### src/rtl/fixed_partition_fit_allocator_assert.svh
// Assertion macros shared by the allocator RTL.
`ifndef FIXED_PARTITION_FIT_ALLOCATOR_ASSERT_SVH
`define FIXED_PARTITION_FIT_ALLOCATOR_ASSERT_SVH

`ifndef SYNTH

// Same-cycle implication, checked outside reset.
`define FPFA_ASSERT_NOW(label, clk, rst_n, ante, cons) \
    label: assert property (@(posedge clk) disable iff (!rst_n) (ante) |-> (cons)) \
        else $error("fpfa assertion failed");

// Next-cycle implication, checked outside reset.
`define FPFA_ASSERT_NEXT(label, clk, rst_n, ante, cons) \
    label: assert property (@(posedge clk) disable iff (!rst_n) (ante) |=> (cons)) \
        else $error("fpfa assertion failed");

`else

`define FPFA_ASSERT_NOW(label, clk, rst_n, ante, cons)
`define FPFA_ASSERT_NEXT(label, clk, rst_n, ante, cons)

`endif

`endif

### src/rtl/fpfa_pkg.sv
package fpfa_pkg;

    localparam int MAX_ENTRIES = 16;
    localparam int SIZE_BITS   = 16;

    // Fixed field widths of the channels and the configuration port
    localparam int REQ_TYPE_W = 2;
    localparam int ENTRY_IDX_W = 4;
    localparam int ENTRY_SIZE_W = 16;
    localparam int REQ_SIZE_W = 16;
    localparam int TAG_W = 8;
    localparam int PNUM_W = 5;
    localparam int POLICY_W = 2;
    localparam int PARTS_W = 5;
    localparam int CFG_IDX_W = 1;
    localparam int CFG_DATA_W = 5;

    // Derived widths
    localparam int IDX_W = (MAX_ENTRIES > 1) ? $clog2(MAX_ENTRIES) : 1;
    localparam int CNT_W = $clog2(MAX_ENTRIES + 1);
    localparam int CMP_W = (SIZE_BITS > REQ_SIZE_W) ? SIZE_BITS : REQ_SIZE_W;
    localparam int LIM_W = (CNT_W > PARTS_W) ? CNT_W : PARTS_W;
    localparam int LDI_W = (CNT_W > ENTRY_IDX_W) ? CNT_W : ENTRY_IDX_W;

    typedef enum logic [REQ_TYPE_W-1:0] {
        REQ_LOAD     = 2'd0,
        REQ_FREE_ALL = 2'd1,
        REQ_ALLOC    = 2'd2
    } t_req_type;

    typedef enum logic [POLICY_W-1:0] {
        POL_FIRST = 2'd0,
        POL_BEST  = 2'd1,
        POL_WORST = 2'd2
    } t_policy;

    typedef enum logic [CFG_IDX_W-1:0] {
        CFG_FIT_POLICY   = 1'd0,
        CFG_PARTS_IN_USE = 1'd1
    } t_cfg_idx;

    typedef enum logic [2:0] {
        S_IDLE,
        S_EXEC,
        S_SCAN,
        S_COMMIT,
        S_DONE
    } t_state;

    typedef struct packed {
        logic capture;
        logic exec;
        logic scan;
        logic commit;
        logic out_load;
    } t_dp_cmd;

    typedef struct packed {
        logic is_alloc;
        logic scan_done;
        logic out_free;
    } t_dp_stat;

endpackage

### src/rtl/fpfa_if.sv
interface fpfa_req_if import fpfa_pkg::*; ();
    logic                    valid;
    logic                    ready;
    logic [REQ_TYPE_W-1:0]   req_type;
    logic [ENTRY_IDX_W-1:0]  entry_index;
    logic [ENTRY_SIZE_W-1:0] entry_size;
    logic [REQ_SIZE_W-1:0]   request_size;
    logic [TAG_W-1:0]        request_id;

    modport source (
        output valid, req_type, entry_index, entry_size, request_size, request_id,
        input  ready
    );
    modport sink (
        input  valid, req_type, entry_index, entry_size, request_size, request_id,
        output ready
    );
endinterface

interface fpfa_res_if import fpfa_pkg::*; ();
    logic              valid;
    logic              ready;
    logic [TAG_W-1:0]  tag_echo;
    logic              granted;
    logic [PNUM_W-1:0] partition_number;

    modport source (
        output valid, tag_echo, granted, partition_number,
        input  ready
    );
    modport sink (
        input  valid, tag_echo, granted, partition_number,
        output ready
    );
endinterface

### src/rtl/fpfa_ram.sv
module fpfa_ram #(
    parameter int WIDTH = 16,
    parameter int DEPTH = 16
) (
    input  logic                                   i_clk,
    input  logic                                   i_we,
    input  logic [((DEPTH > 1) ? $clog2(DEPTH) : 1)-1:0] i_waddr,
    input  logic [WIDTH-1:0]                       i_wdata,
    input  logic                                   i_re,
    input  logic [((DEPTH > 1) ? $clog2(DEPTH) : 1)-1:0] i_raddr,
    output logic [WIDTH-1:0]                       o_rdata
);

    logic [WIDTH-1:0] r_mem [DEPTH];
    logic [WIDTH-1:0] r_rdata;

    always_ff @(posedge i_clk) begin
        if (i_we) begin
            r_mem[i_waddr] <= i_wdata;
        end
        if (i_re) begin
            r_rdata <= r_mem[i_raddr];
        end
    end

    assign o_rdata = r_rdata;

endmodule

### src/rtl/fpfa_datapath.sv
`include "fixed_partition_fit_allocator_assert.svh"

module fpfa_datapath import fpfa_pkg::*; (
    input  logic                    i_clk,
    input  logic                    i_rst_n,
    input  t_dp_cmd                 i_cmd,
    output t_dp_stat                o_stat,
    input  logic                    i_cfg_we,
    input  logic [CFG_IDX_W-1:0]    i_cfg_idx,
    input  logic [CFG_DATA_W-1:0]   i_cfg_wdata,
    input  logic [REQ_TYPE_W-1:0]   i_req_type,
    input  logic [ENTRY_IDX_W-1:0]  i_entry_index,
    input  logic [ENTRY_SIZE_W-1:0] i_entry_size,
    input  logic [REQ_SIZE_W-1:0]   i_request_size,
    input  logic [TAG_W-1:0]        i_request_id,
    output logic                    o_res_valid,
    input  logic                    i_res_ready,
    output logic [TAG_W-1:0]        o_tag_echo,
    output logic                    o_granted,
    output logic [PNUM_W-1:0]       o_partition_number
);

    // Latched item
    logic [REQ_TYPE_W-1:0]   r_type;
    logic [ENTRY_IDX_W-1:0]  r_eidx;
    logic [ENTRY_SIZE_W-1:0] r_esize;
    logic [REQ_SIZE_W-1:0]   r_rsize;
    logic [TAG_W-1:0]        r_tag;

    // Configuration
    logic [POLICY_W-1:0] r_policy;
    logic [PARTS_W-1:0]  r_parts;

    // Allocation flags and scan state
    logic [MAX_ENTRIES-1:0] r_busy;
    logic [CNT_W-1:0]       r_cnt;
    logic [CNT_W-1:0]       r_limit;
    logic                   r_cmp_vld;
    logic [IDX_W-1:0]       r_cmp_idx;
    logic                   r_found;
    logic [IDX_W-1:0]       r_pick_idx;
    logic [SIZE_BITS-1:0]   r_pick_size;

    // Output register
    logic              r_out_vld;
    logic [TAG_W-1:0]  r_out_tag;
    logic              r_out_grant;
    logic [PNUM_W-1:0] r_out_pnum;

    logic [LIM_W-1:0]     w_parts_ext;
    logic [CNT_W-1:0]     w_limit;
    logic                 w_load_ok;
    logic                 w_is_load;
    logic                 w_is_free;
    logic                 w_is_alloc;
    logic                 w_re;
    logic                 w_we;
    logic [SIZE_BITS-1:0] w_rdata;
    logic                 w_fits;
    logic                 w_take;
    logic                 w_grant;

    assign w_is_load  = (r_type == REQ_LOAD);
    assign w_is_free  = (r_type == REQ_FREE_ALL);
    assign w_is_alloc = (r_type == REQ_ALLOC);

    // Saturate the searched entry count at the table depth
    assign w_parts_ext = LIM_W'(r_parts);
    assign w_limit = (w_parts_ext > LIM_W'(MAX_ENTRIES)) ? CNT_W'(MAX_ENTRIES)
                                                         : CNT_W'(w_parts_ext);

    assign w_load_ok = (LDI_W'(r_eidx) < LDI_W'(MAX_ENTRIES));
    assign w_we = i_cmd.exec && w_is_load && w_load_ok;
    assign w_re = i_cmd.scan && (r_cnt < r_limit);

    fpfa_ram #(
        .WIDTH (SIZE_BITS),
        .DEPTH (MAX_ENTRIES)
    ) u_size_ram (
        .i_clk   (i_clk),
        .i_we    (w_we),
        .i_waddr (IDX_W'(r_eidx)),
        .i_wdata (SIZE_BITS'(r_esize)),
        .i_re    (w_re),
        .i_raddr (r_cnt[IDX_W-1:0]),
        .o_rdata (w_rdata)
    );

    always_comb begin
        w_fits = !r_busy[r_cmp_idx] && (CMP_W'(w_rdata) >= CMP_W'(r_rsize));
        case (r_policy)
            POL_BEST:  w_take = w_fits && (!r_found || (w_rdata < r_pick_size));
            POL_WORST: w_take = w_fits && (!r_found || (w_rdata > r_pick_size));
            default:   w_take = w_fits && !r_found;
        endcase
    end

    assign w_grant = w_is_alloc && r_found;

    always_ff @(posedge i_clk) begin
        if (i_cmd.capture) begin
            r_type  <= i_req_type;
            r_eidx  <= i_entry_index;
            r_esize <= i_entry_size;
            r_rsize <= i_request_size;
            r_tag   <= i_request_id;
        end
        if (r_cmp_vld && w_take) begin
            r_pick_idx  <= r_cmp_idx;
            r_pick_size <= w_rdata;
        end
        r_cmp_idx <= r_cnt[IDX_W-1:0];
        if (i_cmd.out_load) begin
            r_out_tag   <= r_tag;
            r_out_grant <= w_grant;
            // Widen before the increment so the last entry reports its full number
            r_out_pnum  <= w_grant ? (PNUM_W'(r_pick_idx) + PNUM_W'(1)) : '0;
        end
    end

    always_ff @(posedge i_clk) begin
        if (!i_rst_n) begin
            r_policy  <= POL_FIRST;
            r_parts   <= PARTS_W'(MAX_ENTRIES);
            r_busy    <= '0;
            r_cnt     <= '0;
            r_limit   <= '0;
            r_cmp_vld <= 1'b0;
            r_found   <= 1'b0;
            r_out_vld <= 1'b0;
        end else begin
            if (i_cfg_we) begin
                unique case (i_cfg_idx)
                    CFG_FIT_POLICY:   r_policy <= i_cfg_wdata[POLICY_W-1:0];
                    CFG_PARTS_IN_USE: r_parts  <= i_cfg_wdata[PARTS_W-1:0];
                    default: ;
                endcase
            end

            if (i_cmd.exec && w_is_load && w_load_ok) begin
                r_busy[IDX_W'(r_eidx)] <= 1'b0;
            end else if (i_cmd.exec && w_is_free) begin
                r_busy <= '0;
            end else if (i_cmd.commit && r_found) begin
                r_busy[r_pick_idx] <= 1'b1;
            end

            if (i_cmd.exec) begin
                r_cnt   <= '0;
                r_limit <= w_limit;
                r_found <= 1'b0;
            end else begin
                if (w_re) begin
                    r_cnt <= r_cnt + 1'b1;
                end
                if (r_cmp_vld && w_take) begin
                    r_found <= 1'b1;
                end
            end
            r_cmp_vld <= w_re;

            // Hold the beat until taken
            if (i_cmd.out_load) begin
                r_out_vld <= 1'b1;
            end else if (i_res_ready) begin
                r_out_vld <= 1'b0;
            end
        end
    end

    assign o_stat.is_alloc  = w_is_alloc;
    assign o_stat.scan_done = (r_cnt == r_limit) && !r_cmp_vld;
    assign o_stat.out_free  = !r_out_vld || i_res_ready;

    assign o_res_valid        = r_out_vld;
    assign o_tag_echo         = r_out_tag;
    assign o_granted          = r_out_grant;
    assign o_partition_number = r_out_pnum;

    `FPFA_ASSERT_NEXT(a_commit_marks_busy, i_clk, i_rst_n, i_cmd.commit && r_found, r_busy[r_pick_idx])
    `FPFA_ASSERT_NOW(a_pick_in_range, i_clk, i_rst_n, r_found, CNT_W'(r_pick_idx) < r_limit)

endmodule

### src/rtl/fpfa_ctrl.sv
`include "fixed_partition_fit_allocator_assert.svh"

module fpfa_ctrl import fpfa_pkg::*; (
    input  logic     i_clk,
    input  logic     i_rst_n,
    input  logic     i_in_valid,
    output logic     o_in_ready,
    input  t_dp_stat i_stat,
    output t_dp_cmd  o_cmd
);

    t_state r_state;
    t_state n_state;

    always_ff @(posedge i_clk) begin
        if (!i_rst_n) begin
            r_state <= S_IDLE;
        end else begin
            r_state <= n_state;
        end
    end

    always_comb begin
        n_state = r_state;
        unique case (r_state)
            S_IDLE:   if (i_in_valid) n_state = S_EXEC;
            S_EXEC:   n_state = i_stat.is_alloc ? S_SCAN : S_DONE;
            S_SCAN:   if (i_stat.scan_done) n_state = S_COMMIT;
            S_COMMIT: n_state = S_DONE;
            S_DONE:   if (i_stat.out_free) n_state = S_IDLE;
            default:  n_state = S_IDLE;
        endcase
    end

    always_comb begin
        o_in_ready     = 1'b0;
        o_cmd          = '0;
        unique case (r_state)
            S_IDLE: begin
                o_in_ready  = 1'b1;
                o_cmd.capture = i_in_valid;
            end
            S_EXEC:   o_cmd.exec = 1'b1;
            S_SCAN:   o_cmd.scan = 1'b1;
            S_COMMIT: o_cmd.commit = 1'b1;
            S_DONE:   o_cmd.out_load = i_stat.out_free;
            default: ;
        endcase
    end

    `FPFA_ASSERT_NEXT(a_accept_to_exec, i_clk, i_rst_n, o_in_ready && i_in_valid, r_state == S_EXEC)
    `FPFA_ASSERT_NEXT(a_scan_to_commit, i_clk, i_rst_n, r_state == S_SCAN && i_stat.scan_done, r_state == S_COMMIT)

endmodule

### src/rtl/fixed_partition_fit_allocator.sv
// Channel   Dir  Beat fields
// i_req     in   req_type, entry_index, entry_size, request_size, request_id
// o_res     out  tag_echo, granted, partition_number
// i_cfg_*   in   write enable, register index, write data (no read-back)
//
// Load, free-all and unknown requests skip the scan and go straight to the result beat.
// An allocation first scans the N searched entries (N up to 16), reading one
// size-table RAM entry per cycle; the allocator is ready for the next request
// in the cycle after the result beat is loaded into the output register.
// Reset (synchronous, active low) frees every partition; sizes are unknown until loaded.
// A stalled result beat holds in the output register; one more request is taken meanwhile.
module fixed_partition_fit_allocator import fpfa_pkg::*; (
    input  logic                  i_clk,
    input  logic                  i_rst_n,
    fpfa_req_if.sink              i_req,
    fpfa_res_if.source            o_res,
    input  logic                  i_cfg_we,
    input  logic [CFG_IDX_W-1:0]  i_cfg_idx,
    input  logic [CFG_DATA_W-1:0] i_cfg_wdata
);

    t_dp_cmd  w_cmd;
    t_dp_stat w_stat;
    logic     w_in_ready;

    assign i_req.ready = w_in_ready;

    fpfa_ctrl u_ctrl (
        .i_clk      (i_clk),
        .i_rst_n    (i_rst_n),
        .i_in_valid (i_req.valid),
        .o_in_ready (w_in_ready),
        .i_stat     (w_stat),
        .o_cmd      (w_cmd)
    );

    fpfa_datapath u_dp (
        .i_clk              (i_clk),
        .i_rst_n            (i_rst_n),
        .i_cmd              (w_cmd),
        .o_stat             (w_stat),
        .i_cfg_we           (i_cfg_we),
        .i_cfg_idx          (i_cfg_idx),
        .i_cfg_wdata        (i_cfg_wdata),
        .i_req_type         (i_req.req_type),
        .i_entry_index      (i_req.entry_index),
        .i_entry_size       (i_req.entry_size),
        .i_request_size     (i_req.request_size),
        .i_request_id       (i_req.request_id),
        .o_res_valid        (o_res.valid),
        .i_res_ready        (o_res.ready),
        .o_tag_echo         (o_res.tag_echo),
        .o_granted          (o_res.granted),
        .o_partition_number (o_res.partition_number)
    );

endmodule

### src/flat_wrapper.sv
// flat-port wrapper written by rule: the top's interface ports become plain ports
module fixed_partition_fit_allocator_flat import fpfa_pkg::*;
  (i_clk, i_rst_n, i_cfg_we, i_cfg_idx, i_cfg_wdata, i_req_valid, i_req_req_type, i_req_entry_index, i_req_entry_size, i_req_request_size, i_req_request_id, i_req_ready, o_res_valid, o_res_tag_echo, o_res_granted, o_res_partition_number, o_res_ready);
  fpfa_req_if i_req_i ();
  fpfa_res_if o_res_i ();
  input  logic i_clk;
  input  logic i_rst_n;
  input  logic i_cfg_we;
  input  logic [CFG_IDX_W-1:0] i_cfg_idx;
  input  logic [CFG_DATA_W-1:0] i_cfg_wdata;
  input wire logic [$bits(i_req_i.valid)-1:0] i_req_valid;
  input wire logic [$bits(i_req_i.req_type)-1:0] i_req_req_type;
  input wire logic [$bits(i_req_i.entry_index)-1:0] i_req_entry_index;
  input wire logic [$bits(i_req_i.entry_size)-1:0] i_req_entry_size;
  input wire logic [$bits(i_req_i.request_size)-1:0] i_req_request_size;
  input wire logic [$bits(i_req_i.request_id)-1:0] i_req_request_id;
  output wire logic [$bits(i_req_i.ready)-1:0] i_req_ready;
  output wire logic [$bits(o_res_i.valid)-1:0] o_res_valid;
  output wire logic [$bits(o_res_i.tag_echo)-1:0] o_res_tag_echo;
  output wire logic [$bits(o_res_i.granted)-1:0] o_res_granted;
  output wire logic [$bits(o_res_i.partition_number)-1:0] o_res_partition_number;
  input wire logic [$bits(o_res_i.ready)-1:0] o_res_ready;
  assign i_req_i.valid = i_req_valid;
  assign i_req_i.req_type = i_req_req_type;
  assign i_req_i.entry_index = i_req_entry_index;
  assign i_req_i.entry_size = i_req_entry_size;
  assign i_req_i.request_size = i_req_request_size;
  assign i_req_i.request_id = i_req_request_id;
  assign i_req_ready = i_req_i.ready;
  assign o_res_valid = o_res_i.valid;
  assign o_res_tag_echo = o_res_i.tag_echo;
  assign o_res_granted = o_res_i.granted;
  assign o_res_partition_number = o_res_i.partition_number;
  assign o_res_i.ready = o_res_ready;
  fixed_partition_fit_allocator u_core (.i_clk(i_clk), .i_rst_n(i_rst_n), .i_req(i_req_i), .o_res(o_res_i), .i_cfg_we(i_cfg_we), .i_cfg_idx(i_cfg_idx), .i_cfg_wdata(i_cfg_wdata));
endmodule
### config.mk
export PLATFORM = sky130hd
export DESIGN_NAME = fixed_partition_fit_allocator_flat
export DESIGN_NICKNAME = d
export VERILOG_FILES = /design/src/rtl/fpfa_pkg.sv /design/src/rtl/fpfa_if.sv /design/src/rtl/fpfa_ram.sv /design/src/rtl/fpfa_datapath.sv /design/src/rtl/fpfa_ctrl.sv /design/src/rtl/fixed_partition_fit_allocator.sv /design/src/flat_wrapper.sv
export VERILOG_INCLUDE_DIRS = /design/src /design/src/rtl
export SDC_FILE = /design/constraint.sdc
export NUM_CORES = 1
export LEC_CHECK = 0
export CORE_UTILIZATION = 49
export CTS_CLUSTER_SIZE = 16
export DETAILED_ROUTE_END_ITERATION = 8
export DONT_BUFFER_PORTS = 1
export HOLD_SLACK_MARGIN = 0.06
export PLACE_DENSITY_LB_ADDON = 0.12
export RECOVER_POWER = 100
export SYNTH_ARGS = -nofsm -noshare
export SYNTH_HDL_FRONTEND = slang
export SYNTH_SLANG_ARGS = --single-unit
### constraint.sdc
create_clock -name i_clk -period 4.9 [get_ports i_clk]
set_clock_uncertainty 0.2 [all_clocks]
set_input_delay 0.245 -clock i_clk [delete_from_list [all_inputs] [get_ports i_clk]]
set_output_delay 0.245 -clock i_clk [all_outputs]
set_load 0.01 [all_outputs]
==> results.md <==
* Outcome: complete, but fails checks
* Failing checks: design-rule violations, max-capacitance violations, max-slew violations
* Setup TNS at 0 ns
* CTS Buf Count at 40
* Placed Instances at around 1200
* CP arrival at 3.76 ns
* Post-synth top area cell: edfxtp_1
* NetSw at 1.41 mW
* Pint at between 5 and 6 mW
* Cells after Synth at 794
* Starting density of the core at 50.1%
* Clk buf depth at 3
* Synth Flop Type: edfxtp_1
* Critical path's largest stage delay at 1.08 ns
* Crit path max-delay cell type: clkbuf_1
* Syn-to-layout area delta at 16.3%
* Pin count of the biggest net entering global routing at 69
* Final Hold Viols at 0
* Commonest non-fill, non-tap cells in the layout: 352 x edfxtp_1, 81 x mux4_2, 65 x dlygate4sd3_1, 43 x inv_1, 43 x ha_1
* DRC violations left at 12
* Clk sinks at 395
* Layout cells sized above 1 at a little under a fifth
* HPWL Detailed at 18.1 mm
* Vias in the first global route at between 7000 and 8000
* Asr flop ratio synth at 0%
* Worst skew pair latency at 0.54 ns
* Synthesized area per cell at just under 20 sq um
* Slew margin rel. at -34.0%
* P_leak at a little under 6 nW
* Fin crit share at approximately four fifths
* Actual slew at the worst max-slew pin at around 2 ns
* RSZ-0062 raised after global routing: no
* Final setup margin at 1.07 ns
* Std cell rows at between 60 and 70
* Synth Net Count at 894
* Antenna Cells at 0
* Ports at 73
* TritonCTS clock tree: done
* Leading cell type in the layout, fill and taps excluded: edfxtp_1
* Setup CP Type: flip-flop to flip-flop
* Synth top area share at 68.6%
* Sequential-to-total area share from yosys stat at 74.2%
* Number of synthesized flops with an enable pin at 352
* Buffers inserted by post-CTS timing repair at 0
* VDD IR max at 0.315 mV
* Final setup violation count at 0
* Total Routing Usage GR at between 20 and 25%
* Clock power share at 44.3%
* Yosys Warn Count at 0
* CP Max Fanout at 16
* Clk pin slew, worst setup/hold paths at 0.06 ns
* Initial antenna violation count at 1
* IO Port Bufs at 0
* Routed via count at 7581
* Die width at 179 microns
* Routed WL per cell at 23.9 microns
* Area contributors post-synth: edfxtp_1 69%, mux4_2 12%, dfxtp_1 5.6%
* Post-Layout Cell Count at approximately 1300
* Slew Viols, Final at 128
* Synthesized area at 15400 sq um
* Gpl congestion at 0.801
* Die Y at approximately 180 microns
* Place WS at between 1.5 and 2 ns
* Fmax at 261 MHz
* Max cap viols at 4
* H-tree levels at 2
* Worst hold path type: input pin to flip-flop
* Area of the die at 32100 sq um
* Synth unique cells at 52
* Pre-antenna DRT Iters at 8
* Post-DRT Antenna Nets at 0
* Final wirelength at 31.6 mm
* CP Cell Sequence: nand2b_1 -> or2_0 -> nor3_1 -> nand3b_1 -> nor2_1 -> clkbuf_1
* Crit start category: flip-flop
* FILL cells at 2346
* Vias/cell at 5.73
* Worst setup EP type: flip-flop
* Comb power frac at about 2.0%
* Net count, final at ~1000
* Fin util at 58.3%
* Drt initial violations at 540
* Power consumption at 7.08 mW
* Sw frac at 19.9%
* Core ar. at 30700 sq um
* First-pass GRT wire length at 47.0 mm
* GRT overflow at 0
* Reg power frac at 53.6%
* Flop and latch count out of synthesis at 395
* PwrDens at about 400 nW/um^2
* CP required at 4.83 ns
* Cts repair resizes at 0
* Min Tclk post-route at ~3.8 ns
* Root buffer cell: clkbuf_16
==> worst paths after layout <==
kind	from	end	slack, ns	cells past startpoint
setup / recovery	u_core.u_ctrl.r_state[2]$_SDFFE_PN0P_	u_core.u_dp.u_size_ram.r_mem[6][5]$_DFFE_PP_	1.07	6
hold / removal	i_req_entry_size[15]	u_core.u_dp.r_esize[15]$_DFFE_PP_	0.13	1
setup reg to reg	u_core.u_ctrl.r_state[2]$_SDFFE_PN0P_	u_core.u_dp.u_size_ram.r_mem[6][5]$_DFFE_PP_	1.07	6
hold reg to reg	u_core.u_dp.r_tag[7]$_DFFE_PP_	u_core.u_dp.o_tag_echo[7]$_DFFE_PP_	0.22	0
==> power by group through the flow <==
stage	logic [mW]	registers, mW	clock network (mW)
3_3_place_gp	0.100	3.86	0
2_1_floorplan	0.0793	3.84	0
4_1_cts	0.148	3.80	3.20
5_1_grt	0.160	3.80	3.33
3_5_place_dp	0.104	3.87	0
6_report	0.145	3.80	3.14
==> synth_stat cells, drive strengths merged (8+ instances only) <==
| library cell | number |
|---|---|
| edfxtp | 352 |
| mux4 | 85 |
| dfxtp | 43 |
| ha | 43 |
| inv | 43 |
| nor2 | 25 |
| nor3 | 21 |
| nand2 | 18 |
| buf | 17 |
| a21oi | 15 |
| a31oi | 13 |
| clkbuf | 13 |
| nor2b | 13 |
| nand3 | 12 |
| nor3b | 8 |
==> area by class of cell <==
type	instances	area, sq um	share of cell area (%)
clock inverter	27	318	1.77
sequential	395	11400	63.8
inverter	44	165	0.922
tap	396	495	2.76
clock buffer	47	1060	5.90
multi-input combinational	325	3640	20.3
timing repair buffer	90	806	4.50
==> cell families after synthesis <==
family	Yosys count	synth area share, %
mux	90	12.9
flops	395	74.2
compound gates	60	2.58
fa+ha+maj	43	3.49
xor+xnor	6	0.341
buf+inv	74	2.07
simple gates	126	4.44
==> metal layers <==
metal / global-route usage [%] / part of all wire [%] / up-vias
met2: 34.8 / 51 / 197
met4: 5.71 / 2.1 / 0
met3: 3.37 / 4.6 / 49
met1: 26.5 / 43 / 3937
met5: 0 / 0 / -
li1: - / - / 3398
==> metrics by stage <==
step	instance area, sq um	hold WS (ns)
floorplan	15400	0.144
global placement	16000	0.124
detailed placement	16000	0.127
CTS	18000	0.103
global route	17900	0.106
finish	17900	0.127
==> flip-flops by register name, indices dropped and copies added, names as in the netlist, 2 cells and up <==
signal                          cells
u_core.u_dp.o_tag_echo              8
u_core.u_dp.r_policy                2
u_core.u_dp.r_pick_idx              4
u_core.u_dp.r_eidx                  4
u_core.u_dp.r_esize                16
u_core.u_dp.u_size_ram.r_mem      256
u_core.u_dp.r_busy                 16
u_core.u_dp.r_pick_size            16
u_core.u_dp.r_cnt                   5
u_core.u_dp.r_parts                 5
u_core.u_dp.r_rsize                16
u_core.u_dp.r_cmp_idx               4
u_core.u_dp.r_tag                   8
u_core.u_ctrl.r_state               3
u_core.u_dp.r_type                  2
u_core.u_dp.r_limit                 5
u_core.u_dp.o_partition_number      5
u_core.u_dp.u_size_ram.o_rdata     16
==> repair_timing <==
action | 4_1_cts | 5_1_grt
hold buffers | 65 | 0
hold endpoints to repair | 69 | 0
endpoints found under the setup margin | 0 | 0
==> worst max-delay path, delay by kind of cell (launching register included) <==
family                 cells  cell delay [ns]
buffers and inverters      1             1.08
DFF                        1             0.37
and+or+nand+nor            5             1.76
Note: power is estimated with default switching activity, not from simulation.
